--- src/rtl/mpus_pkg.sv ---
// Types, constants and register codes shared by the modem power-up sequencer.
package mpus_pkg;

  localparam int TICK_W    = 16;
  localparam int CFG_W     = 16;
  localparam int CMP_W     = (TICK_W > CFG_W) ? TICK_W : CFG_W;
  localparam int CFG_IDX_W = 3;

  localparam logic [CFG_W-1:0] DISCHARGE_RST   = CFG_W'(3000);
  localparam logic [CFG_W-1:0] PG_TIMEOUT_RST  = CFG_W'(100);
  localparam logic [CFG_W-1:0] SETTLE_RST      = CFG_W'(500);
  localparam logic [CFG_W-1:0] KEY_HOLD_RST    = CFG_W'(1250);
  localparam logic [CFG_W-1:0] ST_TIMEOUT_RST  = CFG_W'(5000);

  typedef enum logic [2:0] {
    PH_IDLE        = 3'd0,
    PH_DISCHARGE   = 3'd1,
    PH_WAIT_PG     = 3'd2,
    PH_SETTLE      = 3'd3,
    PH_KEY         = 3'd4,
    PH_WAIT_STATUS = 3'd5,
    PH_READY       = 3'd6
  } phase_t;

  typedef enum logic [CFG_IDX_W-1:0] {
    CFG_DISCHARGE  = 3'd0,
    CFG_PG_TIMEOUT = 3'd1,
    CFG_SETTLE     = 3'd2,
    CFG_KEY_HOLD   = 3'd3,
    CFG_ST_TIMEOUT = 3'd4
  } cfg_index_t;

  typedef struct packed {
    logic [CFG_W-1:0] discharge_ms;
    logic [CFG_W-1:0] power_good_timeout_ms;
    logic [CFG_W-1:0] settle_ms;
    logic [CFG_W-1:0] key_hold_ms;
    logic [CFG_W-1:0] status_timeout_ms;
  } cfg_t;

  typedef struct packed {
    phase_t phase;
    logic   supply_off;
    logic   power_key_level;
    logic   power_good_drive_low;
    logic   uart_enabled;
    logic   link_reset_pulse;
    logic   timeout_fault;
    logic   ready_res;
  } res_t;

endpackage

--- src/rtl/mpus_cfg_regs.sv ---
// Timing register file of the modem power-up sequencer.
module mpus_cfg_regs (
  input  logic                           clk,
  input  logic                           rst,
  input  logic                           cfg_write,
  input  logic [mpus_pkg::CFG_IDX_W-1:0] cfg_index,
  input  logic [mpus_pkg::CFG_W-1:0]     cfg_data,
  output mpus_pkg::cfg_t                 cfg
);
  import mpus_pkg::*;

  always_ff @(posedge clk) begin
    if (rst) begin
      cfg.discharge_ms          <= DISCHARGE_RST;
      cfg.power_good_timeout_ms <= PG_TIMEOUT_RST;
      cfg.settle_ms             <= SETTLE_RST;
      cfg.key_hold_ms           <= KEY_HOLD_RST;
      cfg.status_timeout_ms     <= ST_TIMEOUT_RST;
    end else if (cfg_write) begin
      unique case (cfg_index_t'(cfg_index))
        CFG_DISCHARGE:  cfg.discharge_ms          <= cfg_data;
        CFG_PG_TIMEOUT: cfg.power_good_timeout_ms <= cfg_data;
        CFG_SETTLE:     cfg.settle_ms             <= cfg_data;
        CFG_KEY_HOLD:   cfg.key_hold_ms           <= cfg_data;
        CFG_ST_TIMEOUT: cfg.status_timeout_ms     <= cfg_data;
        default: ;
      endcase
    end
  end

endmodule

--- src/rtl/mpus_core.sv ---
// Phase state machine, tick counter and pin registers of the power-up sequencer.
module mpus_core (
  input  logic           clk,
  input  logic           rst,
  input  logic           step,
  input  logic           action,
  input  logic           power_good_level,
  input  logic           status_level,
  input  mpus_pkg::cfg_t cfg,
  output mpus_pkg::res_t res_next
);
  import mpus_pkg::*;

  phase_t              phase;
  phase_t              phase_next;
  logic [TICK_W-1:0]   elapsed;
  logic [TICK_W-1:0]   elapsed_next;
  logic [TICK_W-1:0]   elapsed_inc;
  logic                supply_off_reg;
  logic                supply_off_next;
  logic                power_key_reg;
  logic                power_key_next;
  logic                drive_low_reg;
  logic                drive_low_next;
  logic                uart_on_reg;
  logic                uart_on_next;
  logic                link_pulse;
  logic                fault;
  logic                discharge_done;
  logic                pg_expired;
  logic                settle_done;
  logic                key_done;
  logic                st_expired;

  // saturating tick count
  assign elapsed_inc = (&elapsed) ? elapsed : elapsed + TICK_W'(1);

  assign discharge_done = CMP_W'(elapsed_inc) > CMP_W'(cfg.discharge_ms);
  assign pg_expired     = CMP_W'(elapsed_inc) > CMP_W'(cfg.power_good_timeout_ms);
  assign settle_done    = CMP_W'(elapsed_inc) > CMP_W'(cfg.settle_ms);
  assign key_done       = CMP_W'(elapsed_inc) > CMP_W'(cfg.key_hold_ms);
  assign st_expired     = CMP_W'(elapsed_inc) > CMP_W'(cfg.status_timeout_ms);

  // next phase; a level seen on the pin wins over the timeout
  always_comb begin
    phase_next = phase;
    if (action) begin
      phase_next = PH_IDLE;
    end else begin
      unique case (phase)
        PH_DISCHARGE: if (discharge_done) phase_next = PH_WAIT_PG;
        PH_WAIT_PG: begin
          if (power_good_level) phase_next = PH_SETTLE;
          else if (pg_expired)  phase_next = PH_IDLE;
        end
        PH_SETTLE:    if (settle_done) phase_next = PH_KEY;
        PH_KEY:       if (key_done) phase_next = PH_WAIT_STATUS;
        PH_WAIT_STATUS: begin
          if (status_level)    phase_next = PH_READY;
          else if (st_expired) phase_next = PH_IDLE;
        end
        PH_READY:     phase_next = PH_READY;
        default:      phase_next = PH_DISCHARGE;
      endcase
    end
  end

  // counter, pins and pulses
  always_comb begin
    elapsed_next    = elapsed;
    supply_off_next = supply_off_reg;
    power_key_next  = power_key_reg;
    drive_low_next  = drive_low_reg;
    uart_on_next    = uart_on_reg;
    link_pulse      = 1'b0;
    fault           = 1'b0;
    if (!action) begin
      elapsed_next = elapsed_inc;
      unique case (phase)
        PH_DISCHARGE: begin
          if (discharge_done) begin
            drive_low_next  = 1'b0;
            supply_off_next = 1'b0;
            elapsed_next    = '0;
          end
        end
        PH_WAIT_PG: begin
          if (power_good_level) begin
            elapsed_next = '0;
            uart_on_next = 1'b1;
          end else if (pg_expired) begin
            fault = 1'b1;
          end
        end
        PH_SETTLE: begin
          if (settle_done) begin
            power_key_next = 1'b0;
            elapsed_next   = '0;
          end
        end
        PH_KEY: begin
          if (key_done) begin
            power_key_next = 1'b1;
            elapsed_next   = '0;
          end
        end
        PH_WAIT_STATUS: begin
          if (status_level) begin
            elapsed_next = '0;
          end else if (st_expired) begin
            fault = 1'b1;
          end
        end
        PH_READY: ;
        default: begin
          supply_off_next = 1'b1;
          drive_low_next  = 1'b1;
          elapsed_next    = '0;
          link_pulse      = 1'b1;
        end
      endcase
    end
  end

  always_ff @(posedge clk) begin
    if (rst) begin
      phase          <= PH_IDLE;
      elapsed        <= '0;
      supply_off_reg <= 1'b1;
      power_key_reg  <= 1'b0;
      drive_low_reg  <= 1'b0;
      uart_on_reg    <= 1'b0;
    end else if (step) begin
      phase          <= phase_next;
      elapsed        <= elapsed_next;
      supply_off_reg <= supply_off_next;
      power_key_reg  <= power_key_next;
      drive_low_reg  <= drive_low_next;
      uart_on_reg    <= uart_on_next;
    end
  end

  always_comb begin
    res_next.phase                = phase_next;
    res_next.supply_off           = supply_off_next;
    res_next.power_key_level      = power_key_next;
    res_next.power_good_drive_low = drive_low_next;
    res_next.uart_enabled         = uart_on_next;
    res_next.link_reset_pulse     = link_pulse;
    res_next.timeout_fault        = fault;
    res_next.ready_res            = (phase_next == PH_READY);
  end

`ifndef SYNTHESIS
  a_link_enters_discharge: assert property (@(posedge clk) disable iff (rst)
    step && link_pulse |=> phase == PH_DISCHARGE && supply_off_reg && drive_low_reg)
    else $error("link reset without entering discharge");

  a_fault_to_idle: assert property (@(posedge clk) disable iff (rst)
    step && fault |=> phase == PH_IDLE && $stable(supply_off_reg))
    else $error("timeout did not return to idle");

  a_restart_holds_counter: assert property (@(posedge clk) disable iff (rst)
    step && action |=> phase == PH_IDLE && $stable(elapsed) && $stable(uart_on_reg))
    else $error("restart disturbed counter or pins");

  a_uart_sticky: assert property (@(posedge clk) disable iff (rst)
    uart_on_reg |=> uart_on_reg)
    else $error("uart enable dropped");
`endif

endmodule

--- src/rtl/modem_power_up_sequencer.sv ---
// Top level of the modem power-up sequencer: request and result registers.
//
// Requests arrive on the item channel (item_valid / item_stall) and carry
// action (0 = 1 ms tick, 1 = restart) with the sampled power-good and
// status pins. Every request gives exactly one result on the result channel
// (result_valid / result_stall): the phase and pin levels after the step,
// plus link-reset and timeout-fault pulses.
// A request is registered in the request register when it is accepted, and is
// stepped through the phase machine into the result register once that is free,
// which sets result_valid. One request per cycle is sustained while result_stall
// is low; the phase machine and tick counter update together on each step.
// Timing registers are written through cfg_write / cfg_index / cfg_data; the user
// must write them only while no request is in flight, which the block itself does
// not enforce; unknown indexes are ignored. Synchronous reset returns to idle with
// the supply off, clears the counter and result_valid, and loads the default
// timings. While result_stall is high the result holds; one more request is taken
// into the request register, after which item_stall rises until the result is taken.
module modem_power_up_sequencer (
  input  logic                           clk,
  input  logic                           rst,
  input  logic                           item_valid,
  output logic                           item_stall,
  input  logic                           action,
  input  logic                           power_good_level,
  input  logic                           status_level,
  output logic                           result_valid,
  input  logic                           result_stall,
  output logic [2:0]                     phase,
  output logic                           supply_off,
  output logic                           power_key_level,
  output logic                           power_good_drive_low,
  output logic                           uart_enabled,
  output logic                           link_reset_pulse,
  output logic                           timeout_fault,
  output logic                           ready_res,
  input  logic                           cfg_write,
  input  logic [mpus_pkg::CFG_IDX_W-1:0] cfg_index,
  input  logic [mpus_pkg::CFG_W-1:0]     cfg_data
);
  import mpus_pkg::*;

  cfg_t cfg;
  res_t res_next;
  res_t res;
  logic req_valid;
  logic req_action;
  logic req_pg;
  logic req_st;
  logic res_free;
  logic advance;
  logic accept;

  assign res_free   = !result_valid || !result_stall;
  assign advance    = req_valid && res_free;
  assign item_stall = req_valid && !res_free;
  assign accept     = item_valid && !item_stall;

  mpus_cfg_regs u_cfg (
    .clk       (clk),
    .rst       (rst),
    .cfg_write (cfg_write),
    .cfg_index (cfg_index),
    .cfg_data  (cfg_data),
    .cfg       (cfg)
  );

  mpus_core u_core (
    .clk              (clk),
    .rst              (rst),
    .step             (advance),
    .action           (req_action),
    .power_good_level (req_pg),
    .status_level     (req_st),
    .cfg              (cfg),
    .res_next         (res_next)
  );

  always_ff @(posedge clk) begin
    if (rst) begin
      req_valid <= 1'b0;
    end else if (accept) begin
      req_valid <= 1'b1;
    end else if (advance) begin
      req_valid <= 1'b0;
    end
  end

  always_ff @(posedge clk) begin
    if (accept) begin
      req_action <= action;
      req_pg     <= power_good_level;
      req_st     <= status_level;
    end
  end

  always_ff @(posedge clk) begin
    if (rst) begin
      result_valid <= 1'b0;
    end else if (advance) begin
      result_valid <= 1'b1;
    end else if (!result_stall) begin
      result_valid <= 1'b0;
    end
  end

  always_ff @(posedge clk) begin
    if (advance) begin
      res <= res_next;
    end
  end

  assign phase                = 3'(res.phase);
  assign supply_off           = res.supply_off;
  assign power_key_level      = res.power_key_level;
  assign power_good_drive_low = res.power_good_drive_low;
  assign uart_enabled         = res.uart_enabled;
  assign link_reset_pulse     = res.link_reset_pulse;
  assign timeout_fault        = res.timeout_fault;
  assign ready_res            = res.ready_res;

endmodule
--- config.mk ---
export PLATFORM = sky130hd
export DESIGN_NAME = modem_power_up_sequencer
export DESIGN_NICKNAME = d
export VERILOG_FILES = /design/src/rtl/mpus_pkg.sv /design/src/rtl/mpus_cfg_regs.sv /design/src/rtl/mpus_core.sv /design/src/rtl/modem_power_up_sequencer.sv
export SDC_FILE = /design/constraint.sdc
export NUM_CORES = 1
export LEC_CHECK = 0
export BUFFER_PORTS_ARGS = -buffer_cell sky130_fd_sc_hd__buf_2
export CAP_MARGIN = 10
export CORE_MARGIN = 1
export CORE_UTILIZATION = 60
export DETAILED_ROUTE_END_ITERATION = 8
export GPL_TIMING_DRIVEN = 0
export PLACE_DENSITY = 0.78
export SETUP_SLACK_MARGIN = 0.5
export SLEW_MARGIN = 20
export SYNTH_ARGS = -nofsm -noshare
export SYNTH_HDL_FRONTEND = slang
export SYNTH_HIERARCHICAL = 1
export SYNTH_SLANG_ARGS = --single-unit
--- constraint.sdc ---
create_clock -name clk -period 5.61 [get_ports clk]
set_input_delay 1.683 -clock clk [delete_from_list [all_inputs] [get_ports clk]]
set_output_delay 1.683 -clock clk [all_outputs]
set_load 0.02 [all_outputs]
==> out/metrics.yaml <==
syn_avg_cell_area_sq_um: 8.95
reg2reg_setup_slack_ps: 840
cap_violations: 0
vias: 6164
synth-edff-count: 13
gr-usage-all-layers_pct: 32.5
hp-class: "flop to flop"
clockBufferDepth: 2
io_pins: 39
yosysUniqueCellTypes: 66
initial_utilization_pct: 62.7
largest_registers: "u_cfg/cfg (80), u_core/elapsed (16)"
tritoncts: "done"
die_h_um: 112
grt_pass1_vias: 6054
gp_congestion: 0.933
num-fill-cells: 904
syn_inst: 817
largest_reg_flops: 80
p_per_area_nw_per_um2: 258
synthesis.area_sq_um: 7310
dieArea_sq_um: 12600
async_reset_ff_share_pct: 0
worstHoldEndpoint: "u_cfg/cfg[24]"
grt_max_degree: 17
required_ps: 5960
power_leakage_nw: 3.97
dr.first_iter.drc_count: 461
fin_cells: 1032
r2r_cells: 18
die_w_um: 112
diodes: 0
dr.pass1.iters: 7
root_buffer: "clkbuf_16"
layout_common_cells: "dfxtp_1 (105), inv_1 (94), nor2_1 (86), mux2i_1 (84), nand2b_1 (77)"
irDropWorstVdd_uv: 199
grt_pass1_wl_mm: 30.9
cp_max_fo: 10
worst_slew_pin_slew_ps: 886
end_kind: "flop"
yosys_register_bits: 118
finalClockSkew_ps: 7.44
rsz0062_at_grt: "no"
via_per_inst: 5.97
max_clock_freq_mhz: 210
status: "finished, final reports clean"
clkTransAtPathRegs_ps: 60
place_inst: 997
p_total_mw: 2.15
h-tree-depth: 4
ys_seq_area_share_pct: 34.1
yosys_warnings: 6
hold_violations: 0
clkSinkCount: 118
cts_made_buffers: 17
mostFrequentLayoutCell: "dfxtp_1"
rr_endpoint: "u_core/elapsed[9]"
holdWs_ps: 477
routedWlPerCell_um: 19.1
final_max_slew_viol_count: 0
drive_gt1_share_pct: 12.5
core_area_sq_um: 11700
cp-start-kind: "flop"
antenna_found_initial: 2
port_buffers: 36
holdPathStages: 2
slew_headroom_pct: 40.7
drc: 0
top_register: "u_cfg/cfg"
place_hpwl_mm: 14.4
postRouteWirelength_mm: 19.7
finalSetupTns_ps: 0
syn-num-nets: 920
fin_crit_ps: 4770
setup_viol: 0
ant_nets: 0
post-route-period-util_pct: 85.0
clock_latency_ps: 420
r2r-start: "u_core/elapsed[0]"
grt_overflow: 0
critPathKind: "flop to flop"
hold_start: "u_cfg/cfg[24]"
arrival_ps: 5110
num_rows: 39
fin_nets: 979
syn_to_final_growth_pct: 14.0
synth_ff_type: "dfxtp_1"
==> kinds of logic after synthesis <==
| kind of cell | synth area share (%) |
|---|---|
| xor+xnor | 2.17 |
| compound gates | 11.0 |
| fa+ha+maj | 13.0 |
| simple gates | 20.4 |
| mux | 11.7 |
| flops | 34.1 |
| buf+inv | 7.75 |
==> worst max-delay path, stage by stage (launching register included) <==
cell and delay, ps:
dfxtp_1 360, ha_1 240, nand3_1 160, nor4_4 60, nand4b_1 370, nor3_2 400
and2_1 230, nand4_1 200, xnor2_2 260, ha_1 330, nand4_1 130, nor3_1 480
nand3_1 200, or3_1 390, o21a_1 170, a21oi_4 240, buf_4 220, a31oi_1 100
mux2i_1 150
==> metal layers <==
metal / vias to the layer above / global-route usage [%] / routed length (um)
met3: 50 / 7.61 / 1270
met2: 219 / 53.0 / 9000
met4: 2 / 14.4 / 692
met1: 2940 / 41.2 / 8750
li1: 2953 / - / -
met5: - / 0 / 11
==> metrics by stage <==
| step | utilization [%] | cell area [sq um] | worst slack, ps |
|---|---|---|---|
| finish | 71.5 | 8340 | 844 |
| global route | 71.5 | 8340 | 601 |
| CTS | 71.1 | 8300 | 542 |
| detailed placement | 65.9 | 7680 | 530 |
| global placement | 65.8 | 7670 | 654 |
| floorplan | - | 7310 | 1530 |
==> cell usage after synthesis, drive strengths merged, types with 3 or more instances <==
| library cell | count | area (sq um) |
|---|---|---|
| xnor2 | 8 | 70.1 |
| dfxtp | 105 | 2100 |
| a31oi | 8 | 50.1 |
| edfxtp | 13 | 390 |
| a211oi | 7 | 52.6 |
| xor2 | 5 | 43.8 |
| nor2 | 86 | 323 |
| ha | 76 | 951 |
| o31ai | 3 | 27.5 |
| a32oi | 7 | 61.3 |
| and3 | 4 | 25.0 |
| nor2b | 6 | 37.5 |
| nand2b | 77 | 482 |
| nand3b | 3 | 22.5 |
| nor4 | 5 | 52.6 |
| inv | 94 | 353 |
| nand2 | 28 | 105 |
| o211a | 3 | 30.0 |
| a21o | 13 | 97.6 |
| o21ai | 16 | 80.1 |
| nand4bb | 3 | 33.8 |
| buf | 23 | 154 |
| nand4 | 16 | 106 |
| a21oi | 35 | 198 |
| o32ai | 3 | 45.1 |
| o221ai | 3 | 43.8 |
| clkbuf | 16 | 60.1 |
| nor3 | 11 | 55.1 |
| nand3 | 23 | 120 |
| mux2i | 84 | 841 |
==> what timing repair did <==
| action | 4_1_cts | 5_1_grt |
|---|---|---|
| cloned | 0 | 0 |
| endpoints found under the setup margin | 1 | 27 |
| buffers inserted | 0 | 3 |
| resized for setup | 1 | 3 |
| hold buffers | 0 | 0 |
| pin swaps | 0 | 1 |
==> worst max-delay path by stage <==
stage	start	to	slack [ps]	cells after the start
global route	u_core/elapsed[0]	u_core/elapsed[10]	600	18
CTS	u_core/elapsed[0]	timeout_fault	540	18
floorplan	u_core/elapsed[0]	timeout_fault	1530	18
finish	u_core/elapsed[0]	u_core/elapsed[9]	840	18
detailed placement	u_core/elapsed[0]	phase[1]	530	17
global placement	u_core/elapsed[0]	ready_res	650	17
==> area by class of cell <==
cell class | count | area [sq um] | area share [%]
clock inverters | 13 | 155 | 1.86
multi-input cells | 566 | 4280 | 51.3
inverters | 94 | 353 | 4.23
well taps | 143 | 179 | 2.15
flip-flops and latches | 118 | 2490 | 29.9
repair buffers | 40 | 210 | 2.52
plain buffers | 39 | 214 | 2.57
clock buffers | 19 | 454 | 5.45
==> power breakdown <==
| group | total, mW | switching (mW) | internal (mW) |
|---|---|---|---|
| registers | 0.883 | 0.0104 | 0.873 |
| clock network | 1.12 | 0.395 | 0.721 |
| logic | 0.148 | 0.0914 | 0.0568 |
| total | 2.15 | 0.497 | 1.65 |
Note: power is estimated with default switching activity, not from simulation.
